### src/sv/att_pkg.sv
// Shared types and constants for the assembly text tokenizer.
package att_pkg;

   localparam logic [2:0] MODE_NORMAL  = 3'd0;
   localparam logic [2:0] MODE_COMMENT = 3'd1;
   localparam logic [2:0] MODE_NAME    = 3'd2;
   localparam logic [2:0] MODE_NUMBER  = 3'd3;
   localparam logic [2:0] MODE_EXP     = 3'd4;
   localparam logic [2:0] MODE_EXPSIGN = 3'd5;

   localparam logic [1:0] NAME_PLAIN    = 2'd0;
   localparam logic [1:0] NAME_SYMBOL   = 2'd1;
   localparam logic [1:0] NAME_REGISTER = 2'd2;
   localparam logic [1:0] NAME_LABEL    = 2'd3;

   localparam logic [3:0] TT_SYMBOL   = 4'd9;
   localparam logic [3:0] TT_REGISTER = 4'd10;
   localparam logic [3:0] TT_LABEL    = 4'd11;
   localparam logic [3:0] TT_IDENT    = 4'd12;
   localparam logic [3:0] TT_INT      = 4'd13;
   localparam logic [3:0] TT_FLOAT    = 4'd14;
   localparam logic [3:0] TT_EOF      = 4'd15;

   localparam logic KIND_APPEND = 1'b0;
   localparam logic KIND_TOKEN  = 1'b1;

   localparam logic [7:0] CH_HASH    = 8'h23;
   localparam logic [7:0] CH_AT      = 8'h40;
   localparam logic [7:0] CH_PERCENT = 8'h25;
   localparam logic [7:0] CH_DOLLAR  = 8'h24;
   localparam logic [7:0] CH_LOW_E   = 8'h65;
   localparam logic [7:0] CH_UP_E    = 8'h45;
   localparam logic [7:0] CH_MINUS   = 8'h2D;
   localparam logic [7:0] CH_DOT     = 8'h2E;
   localparam logic [7:0] CH_UNDER   = 8'h5F;
   localparam logic [7:0] CH_NEWLINE = 8'h0A;

   localparam int RSP_DEPTH = 4;
   localparam int RSP_PTR_BITS = 2;

   typedef struct packed {
      logic        kind;
      logic [7:0]  char_out;
      logic [3:0]  token_type;
      logic [15:0] start_row;
      logic [11:0] start_column;
      logic        last;
   } rsp_type;

   typedef struct packed {
      logic [1:0] count;
      rsp_type    first;
      rsp_type    second;
   } step_type;

   // Punctuation type for a byte, TT_EOF when the byte is not punctuation.
   function automatic logic [3:0] punct_type(input logic [7:0] c);
      logic [3:0] t;
      case (c)
         8'h3D:   t = 4'd0;
         8'h2C:   t = 4'd1;
         8'h2A:   t = 4'd2;
         8'h28:   t = 4'd3;
         8'h29:   t = 4'd4;
         8'h7B:   t = 4'd5;
         8'h7D:   t = 4'd6;
         8'h5B:   t = 4'd7;
         8'h5D:   t = 4'd8;
         default: t = TT_EOF;
      endcase
      return t;
   endfunction

   function automatic logic is_digit(input logic [7:0] c);
      return c inside {[8'h30:8'h39]};
   endfunction

   function automatic logic is_name_start(input logic [7:0] c);
      return c inside {[8'h41:8'h5A], [8'h61:8'h7A], CH_UNDER};
   endfunction

endpackage

### src/sv/assembly_text_tokenizer.sv
// Top level of the assembly text tokenizer.
//   channel   ports   direction   transaction
//   request   req_*   in          one source byte or end of input
//   response  rsp_*   out         one appended character or finished token
// One byte per cycle while the queue has room: each byte is registered, then decoded
// against the lexer state, and its 0 to 2 results go to a four-entry queue whose head
// is the response output. A byte moves on only while the queue holds two or fewer
// results, so two-result bytes back to back are slowed by the queue's single output,
// and a stalled result side stops the request side.
// Reset is synchronous, active high, and clears the lexer state and the queue.
module assembly_text_tokenizer #(
   parameter int ROW_BITS = 16,
   parameter int COLUMN_BITS = 12
) (
   input  logic        clock,
   input  logic        reset,
   input  logic        req_valid,
   output logic        req_ready,
   input  logic [7:0]  req_char_in,
   input  logic        req_end_flag,
   output logic        rsp_valid,
   input  logic        rsp_ready,
   output logic        rsp_kind,
   output logic [7:0]  rsp_char_out,
   output logic [3:0]  rsp_token_type,
   output logic [15:0] rsp_start_row,
   output logic [11:0] rsp_start_column,
   output logic        rsp_last
);
   import att_pkg::*;

   logic       s1_valid_ff, s1_valid_in;
   logic [7:0] s1_char_ff;
   logic       s1_end_ff;
   logic       room, fire;
   step_type   step;
   rsp_type    rsp;

   assign fire        = s1_valid_ff && room;
   assign req_ready   = !s1_valid_ff || fire;
   assign s1_valid_in = (req_valid && req_ready) || (s1_valid_ff && !fire);

   always_ff @(posedge clock) begin
      if (reset) s1_valid_ff <= 1'b0;
      else s1_valid_ff <= s1_valid_in;
   end

   always_ff @(posedge clock) begin
      if (req_valid && req_ready) begin
         s1_char_ff <= req_char_in;
         s1_end_ff  <= req_end_flag;
      end
   end

   att_lexer #(
      .ROW_BITS(ROW_BITS),
      .COLUMN_BITS(COLUMN_BITS)
   ) u_lexer (
      .clock(clock),
      .reset(reset),
      .step_en(fire),
      .char_in(s1_char_ff),
      .end_flag(s1_end_ff),
      .step(step)
   );

   att_rsp_fifo u_fifo (
      .clock(clock),
      .reset(reset),
      .push_en(fire),
      .step(step),
      .room(room),
      .rsp_valid(rsp_valid),
      .rsp_ready(rsp_ready),
      .rsp(rsp)
   );

   assign rsp_kind         = rsp.kind;
   assign rsp_char_out     = rsp.char_out;
   assign rsp_token_type   = rsp.token_type;
   assign rsp_start_row    = rsp.start_row;
   assign rsp_start_column = rsp.start_column;
   assign rsp_last         = rsp.last;

endmodule

### src/sv/att_lexer.sv
// Lexer state and the per-character step producing up to two results.
module att_lexer #(
   parameter int ROW_BITS = 16,
   parameter int COLUMN_BITS = 12
) (
   input  logic              clock,
   input  logic              reset,
   input  logic              step_en,
   input  logic [7:0]        char_in,
   input  logic              end_flag,
   output att_pkg::step_type step
);
   import att_pkg::*;

   logic [2:0]             mode_ff, mode_in;
   logic [1:0]             name_kind_ff, name_kind_in;
   logic                   float_ff, float_in;
   logic [ROW_BITS-1:0]    token_row_ff, token_row_in;
   logic [COLUMN_BITS-1:0] token_col_ff, token_col_in;
   logic [ROW_BITS-1:0]    row_ff, row_in;
   logic [COLUMN_BITS-1:0] col_ff, col_in;

   logic [COLUMN_BITS-1:0] col_inc;
   logic [ROW_BITS-1:0]    row_inc;
   logic [ROW_BITS+15:0]   row_ext, token_row_ext;
   logic [COLUMN_BITS+11:0] col_ext, token_col_ext;
   logic [3:0]             p_type;
   rsp_type                fin, nrm;
   logic                   fin_v, nrm_v, renorm;

   assign col_inc = (col_ff != '1) ? col_ff + 1'b1 : col_ff;
   assign row_inc = (row_ff != '1) ? row_ff + 1'b1 : row_ff;
   assign row_ext = {16'b0, row_ff};
   assign token_row_ext = {16'b0, token_row_ff};
   assign col_ext = {12'b0, col_inc};
   assign token_col_ext = {12'b0, token_col_ff};
   assign p_type = punct_type(char_in);

   always_comb begin
      mode_in      = mode_ff;
      name_kind_in = name_kind_ff;
      float_in     = float_ff;
      token_row_in = token_row_ff;
      token_col_in = token_col_ff;
      row_in       = row_ff;
      col_in       = col_inc;
      fin_v        = 1'b0;
      nrm_v        = 1'b0;
      renorm       = 1'b0;
      nrm          = '0;

      fin = '0;
      fin.kind = KIND_TOKEN;
      fin.start_row = token_row_ext[15:0];
      fin.start_column = token_col_ext[11:0];
      if (mode_ff == MODE_NAME) begin
         case (name_kind_ff)
            NAME_SYMBOL:   fin.token_type = TT_SYMBOL;
            NAME_REGISTER: fin.token_type = TT_REGISTER;
            NAME_LABEL:    fin.token_type = TT_LABEL;
            default:       fin.token_type = TT_IDENT;
         endcase
      end else begin
         fin.token_type = float_ff ? TT_FLOAT : TT_INT;
      end

      if (end_flag) begin
         fin_v = mode_ff inside {MODE_NAME, MODE_NUMBER, MODE_EXP, MODE_EXPSIGN};
         nrm_v = 1'b1;
         nrm.kind = KIND_TOKEN;
         nrm.token_type = TT_EOF;
         nrm.start_row = row_ext[15:0];
         nrm.start_column = col_ext[11:0];
         mode_in = MODE_NORMAL;
      end else begin
         case (mode_ff)
            MODE_COMMENT: begin
               if (char_in == CH_NEWLINE) begin
                  col_in  = '0;
                  row_in  = row_inc;
                  mode_in = MODE_NORMAL;
               end
            end
            MODE_NAME: begin
               if (is_digit(char_in) || is_name_start(char_in)) begin
                  nrm_v = 1'b1;
                  nrm.char_out = char_in;
               end else begin
                  fin_v  = 1'b1;
                  renorm = 1'b1;
               end
            end
            MODE_NUMBER, MODE_EXP, MODE_EXPSIGN: begin
               if (mode_ff == MODE_NUMBER &&
                   (char_in == CH_LOW_E || char_in == CH_UP_E)) begin
                  float_in = 1'b1;
                  mode_in  = MODE_EXP;
                  nrm_v    = 1'b1;
                  nrm.char_out = char_in;
               end else if (mode_ff == MODE_EXP && char_in == CH_MINUS) begin
                  mode_in = MODE_EXPSIGN;
                  nrm_v   = 1'b1;
                  nrm.char_out = char_in;
               end else if (is_digit(char_in)) begin
                  mode_in = MODE_NUMBER;
                  nrm_v   = 1'b1;
                  nrm.char_out = char_in;
               end else if (char_in == CH_DOT) begin
                  float_in = 1'b1;
                  mode_in  = MODE_NUMBER;
                  nrm_v    = 1'b1;
                  nrm.char_out = char_in;
               end else begin
                  fin_v  = 1'b1;
                  renorm = 1'b1;
               end
            end
            default: renorm = 1'b1;
         endcase

         if (renorm) begin
            mode_in = MODE_NORMAL;
            if (char_in == CH_NEWLINE) begin
               col_in = '0;
               row_in = row_inc;
            end else if (char_in == CH_HASH) begin
               mode_in = MODE_COMMENT;
            end else if (char_in inside {CH_AT, CH_PERCENT, CH_DOLLAR}) begin
               token_row_in = row_ff;
               token_col_in = col_inc;
               mode_in      = MODE_NAME;
               if (char_in == CH_AT) name_kind_in = NAME_SYMBOL;
               else if (char_in == CH_PERCENT) name_kind_in = NAME_REGISTER;
               else name_kind_in = NAME_LABEL;
            end else if (p_type != TT_EOF) begin
               nrm_v = 1'b1;
               nrm.kind = KIND_TOKEN;
               nrm.char_out = char_in;
               nrm.token_type = p_type;
               nrm.start_row = row_ext[15:0];
               nrm.start_column = col_ext[11:0];
            end else if (is_digit(char_in)) begin
               token_row_in = row_ff;
               token_col_in = col_inc;
               float_in     = 1'b0;
               mode_in      = MODE_NUMBER;
               nrm_v        = 1'b1;
               nrm.char_out = char_in;
            end else if (is_name_start(char_in)) begin
               token_row_in = row_ff;
               token_col_in = col_inc;
               name_kind_in = NAME_PLAIN;
               mode_in      = MODE_NAME;
               nrm_v        = 1'b1;
               nrm.char_out = char_in;
            end
         end
      end

      step = '0;
      if (fin_v) begin
         step.first  = fin;
         step.second = nrm;
         step.count  = nrm_v ? 2'd2 : 2'd1;
         if (nrm_v) step.second.last = 1'b1;
         else step.first.last = 1'b1;
      end else begin
         step.first = nrm;
         step.first.last = 1'b1;
         step.count = {1'b0, nrm_v};
      end
   end

   always_ff @(posedge clock) begin
      if (reset) begin
         mode_ff      <= MODE_NORMAL;
         name_kind_ff <= NAME_PLAIN;
         float_ff     <= 1'b0;
         token_row_ff <= '0;
         token_col_ff <= '0;
         row_ff       <= ROW_BITS'(1);
         col_ff       <= '0;
      end else if (step_en) begin
         mode_ff      <= mode_in;
         name_kind_ff <= name_kind_in;
         float_ff     <= float_in;
         token_row_ff <= token_row_in;
         token_col_ff <= token_col_in;
         row_ff       <= row_in;
         col_ff       <= col_in;
      end
   end

endmodule

### src/sv/att_rsp_fifo.sv
// Result queue taking up to two results per cycle and giving one.
module att_rsp_fifo (
   input  logic              clock,
   input  logic              reset,
   input  logic              push_en,
   input  att_pkg::step_type step,
   output logic              room,
   output logic              rsp_valid,
   input  logic              rsp_ready,
   output att_pkg::rsp_type  rsp
);
   import att_pkg::*;

   rsp_type                 mem_ff [RSP_DEPTH];
   logic [RSP_PTR_BITS-1:0] wr_ff, wr_in, rd_ff, rd_in, wr_next;
   logic [RSP_PTR_BITS:0]   count_ff, count_in;
   logic                    pop;
   logic [1:0]              n_push;

   assign pop       = rsp_valid && rsp_ready;
   assign n_push    = push_en ? step.count : 2'd0;
   assign rsp_valid = (count_ff != '0);
   assign rsp       = mem_ff[rd_ff];
   assign room      = (count_ff <= (RSP_PTR_BITS+1)'(RSP_DEPTH - 2));
   assign wr_next   = wr_ff + 1'b1;
   assign wr_in     = wr_ff + RSP_PTR_BITS'(n_push);
   assign rd_in     = rd_ff + RSP_PTR_BITS'(pop);
   assign count_in  = count_ff + (RSP_PTR_BITS+1)'(n_push) - (RSP_PTR_BITS+1)'(pop);

   always_ff @(posedge clock) begin
      if (n_push != 2'd0) mem_ff[wr_ff] <= step.first;
      if (n_push == 2'd2) mem_ff[wr_next] <= step.second;
   end

   always_ff @(posedge clock) begin
      if (reset) begin
         wr_ff    <= '0;
         rd_ff    <= '0;
         count_ff <= '0;
      end else begin
         wr_ff    <= wr_in;
         rd_ff    <= rd_in;
         count_ff <= count_in;
      end
   end

endmodule

### config.mk
export PLATFORM = sky130hd
export DESIGN_NAME = assembly_text_tokenizer
export DESIGN_NICKNAME = d
export VERILOG_FILES = /design/src/sv/att_pkg.sv /design/src/sv/assembly_text_tokenizer.sv /design/src/sv/att_lexer.sv /design/src/sv/att_rsp_fifo.sv
export SDC_FILE = /design/constraint.sdc
export NUM_CORES = 1
export LEC_CHECK = 0
export BUFFER_PORTS_ARGS = -buffer_cell sky130_fd_sc_hd__buf_2
export CORE_MARGIN = 2
export CORE_UTILIZATION = 40
export DETAILED_ROUTE_END_ITERATION = 10
export GPL_ROUTABILITY_DRIVEN = 1
export GPL_TIMING_DRIVEN = 1
export SYNTH_ARGS = -nofsm -noshare
export SYNTH_HDL_FRONTEND = slang
export SYNTH_SLANG_ARGS = --single-unit
### constraint.sdc
create_clock -name clock -period 6.6 [get_ports clock]
set_input_delay 1.32 -clock clock [delete_from_list [all_inputs] [get_ports clock]]
set_output_delay 1.32 -clock clock [all_outputs]
set_load 0.01 [all_outputs]
==> flow_summary.json <==
{
  "setup_repair_after_global_routing_missed_its_margin": "false",
  "final_min_period_over_clock_period_pct": 76.23,
  "drt.antenna.violating_nets": 0,
  "post_cts.resized_instances": 0,
  "drt-vias-per-instance": 6.111,
  "timing.critical_path.required_ns": 6.89,
  "io_buffers": 56,
  "worstSetupEndpointType": "register",
  "synth.most_common_cell": "edfxtp_1",
  "grt_antenna_before_repair": 0,
  "grt-ovfl-total": 0,
  "ctsLongestPathBuffers": 3,
  "post_synth_fa_ha_maj_area_fraction_pct": 1.027,
  "cts.clk_slew.worst_paths_ns": 0.07,
  "detailedRoute.firstIterationViolations": 929,
  "cp-start-kind": "register",
  "synth_cell_types": 79,
  "power.static_leakage_uw": 0.004805,
  "detail_route.drc_violations": 0,
  "report.final.setup_viol": 0,
  "netlist_top_cells_count": "edfxtp_1 (177), nor2_1 (137), nand2_1 (73)",
  "synth.avg_cell_area_um2": 11.24,
  "powerDensity_nw_per_um2": 290.9,
  "timing.setup.critical_path_class": "register to register",
  "critical_path.most_common_cell": "buf_4",
  "grt_pass1_vias": 9419,
  "run_status": "completed",
  "numClockSinks": 247,
  "critPathMaxFanout": 16,
  "worst_path_largest_cell_delay_ns": 0.57,
  "final_cell_count_no_fill": 1590,
  "maxSlewHeadroom_pct": 18.31,
  "start_util_pct": 40.80,
  "cp.arrival_ns": 5.32,
  "clock_root_cell": "clkbuf_16",
  "dieArea_um2": 33720,
  "muxShareOfSynthArea_pct": 8.345,
  "vias": 9717,
  "top_level_ports": 57,
  "finalHoldViolations": 0,
  "die_height_um": 183.6,
  "ordered_cell_list_for_the_critical_path": "nor3b_1 -> and3_1 -> a211oi_2 -> nor3_2 -> buf_4 -> inv_1 -> buf_4 -> ha_1 -> nor2b_1 -> nand2b_1 -> or3_1 -> o211ai_1 -> o21ai_4 -> a221o_1",
  "dp_cells": 1538,
  "worst_pin_slew_ns": 1.214,
  "insertedDiodeCount": 0,
  "hp-class": "register to register",
  "setup_tns_ns": 0,
  "yosys.area.top_type_share_pct": 41.17,
  "yosysSeqAreaShare_pct": 52.03,
  "synth_top_family_by_area": "compound AO/OA/AOI/OAI gates",
  "synth_seq_cells": 247,
  "dpl.hpwl_um": 21250,
  "nFillCells": 2820,
  "finClkSkew_ns": 0.01167,
  "htree_num_levels": 1,
  "synth_cells": 1148,
  "cts_hold_buffers": 0,
  "max_freq_mhz": 198.8,
  "synth_area_leader_cell": "edfxtp_1",
  "synth.top_cells.by_area": "edfxtp_1 (41%), dfxtp_1 (11%), mux4_2 (7.3%)",
  "preCtsSetupSlack_ns": 1.654,
  "area_of_the_core_um2": 31640,
  "gr_usage_total_pct": 20.45,
  "routabilityCongestion": 0.8911,
  "synth_xor_xnor_area_share_pct": 2.171,
  "postLayoutSetupSlackWorst_ns": 1.569,
  "yosys_most_used_dff": "edfxtp_1",
  "routedWlPerCell_um": 21.83,
  "post-route-min-period_ns": 5.031,
  "asyncSetResetFlopFracSynth_pct": 0,
  "synth-compound-area-share_pct": 17.99,
  "cap_viol_max_count": 0,
  "tritoncts": "yes",
  "post_cts_buffers": 0,
  "row_count": 65,
  "mappedNetlistArea_um2": 12910,
  "report.final.slew_viol_count": 0,
  "clk-insertion-delay-late_ns": 0.55,
  "grt_max_degree": 65,
  "critical-path-slowest-cell": "edfxtp_1",
  "numCtsBuffers": 28,
  "synth_edf_count": 177,
  "layout_cell_share_with_drive_strength_beyond_1_pct": 17.42,
  "design.final.nets": 1189,
  "ir_worst_vdd_mv": 0.1562,
  "grt_first_pass_wirelength_um": 53760,
  "route.final.wire_length_um": 34710,
  "syn2layout_area_growth_pct": 12.47,
  "drt_first_pass_iters": 8,
  "synth_warnings": 0,
  "die-width_um": 183.6,
  "synth-simple-area-share_pct": 14.52
}
==> report_power, final <==
group          internal (uW)  leakage, uW  switching (uW)
Sequential              1730      0.00220             113
Combinational            353      0.00215             446
Clock                    941     0.000460             639
==> per-stage QoR <==
step	total power (uW)	cell area [um2]	hold WS, ns	utilization (%)
after global placement	2683	13580	0.4815	42.92
after global routing	4407	14520	0.5152	45.89
after floorplan	2386	12920	0.4549	-
final	4223	14520	0.4927	45.89
after detailed placement	2688	13580	0.4842	42.92
after CTS	4270	14520	0.4955	45.89
==> critical path, delay by kind of cell, from the launching register on <==
kind / cells / cell delay [ns]
flops: 1 / 0.57
simple gates: 6 / 2.12
compound gates: 4 / 1.20
fa+ha+maj: 1 / 0.38
buf+inv: 3 / 0.49
==> worst paths after layout <==
path	from	endpoint	slack (ns)	depth (start not counted)
worst max-delay path	s1_char_ff[5]$_DFFE_PP_	u_fifo.mem_ff[1][25]$_DFFE_PP_	1.57	14
worst min-delay path	u_lexer.col_ff[6]$_SDFFE_PP0P_	u_lexer.col_ff[6]$_SDFFE_PP0P_	0.49	2
worst max register to register	s1_char_ff[5]$_DFFE_PP_	u_fifo.mem_ff[1][25]$_DFFE_PP_	1.57	14
worst min register to register	u_lexer.col_ff[6]$_SDFFE_PP0P_	u_lexer.col_ff[6]$_SDFFE_PP0P_	0.49	2
==> sequential cells by signal, summed over array words and instances (netlist names), named ones only <==
signal                count
u_lexer.row_ff           13
u_lexer.token_row_ff     16
s1_end_ff                 1
u_lexer.col_ff           12
u_fifo.wr_ff              2
u_lexer.token_col_ff     12
u_fifo.rd_ff              2
u_fifo.mem_ff           168
u_lexer.name_kind_ff      2
s1_char_ff                8
u_lexer.float_ff          1
u_fifo.count_ff           3
s1_valid_ff               1
u_lexer.mode_ff           3
==> cell usage in the layout, fill, tap and decap left out, types with 27 or more instances in the layout <==
| cell | count |
|---|---|
| buf_4 | 27 |
| edfxtp_1 | 177 |
| xnor2_1 | 31 |
| o21ai_0 | 40 |
| nor2_1 | 130 |
| nand3_1 | 53 |
| nand2_1 | 73 |
| dfxtp_1 | 68 |
| a221o_1 | 64 |
| a22o_1 | 42 |
| buf_2 | 56 |
| nor3_1 | 46 |
| clkbuf_16 | 28 |
| a21oi_1 | 62 |
| mux4_2 | 42 |
==> cells by family after synthesis <==
family,count (synthesis)
AOI/OAI and AO/OA,294
xor gates and xnor gates,32
adders and majority gates,10
buffers and inverters,116
DFF,247
muxes,55
other,1
and+or+nand+nor,393
==> area by class of cell <==
cell class	instances	area (um2)	area share, %
tap	402	503.0	3.464
clock inverter	19	220.2	1.517
timing repair buffer	84	503.0	3.464
inverter	17	63.81	0.4395
multi-input combinational	788	5788	39.87
clock buffer	33	719.4	4.955
sequential	247	6721	46.29
==> per-layer routing <==
layer / track usage (%) / share of wire (%) / routed length [um]
met1: 27.16 / 43 / 15010
met2: 33.68 / 47 / 16460
met3: 3.269 / 6.2 / 2144
met4: 7.904 / 3.2 / 1098
met5: 0 / 0 / 0
Note: power is estimated with default switching activity, not from simulation.
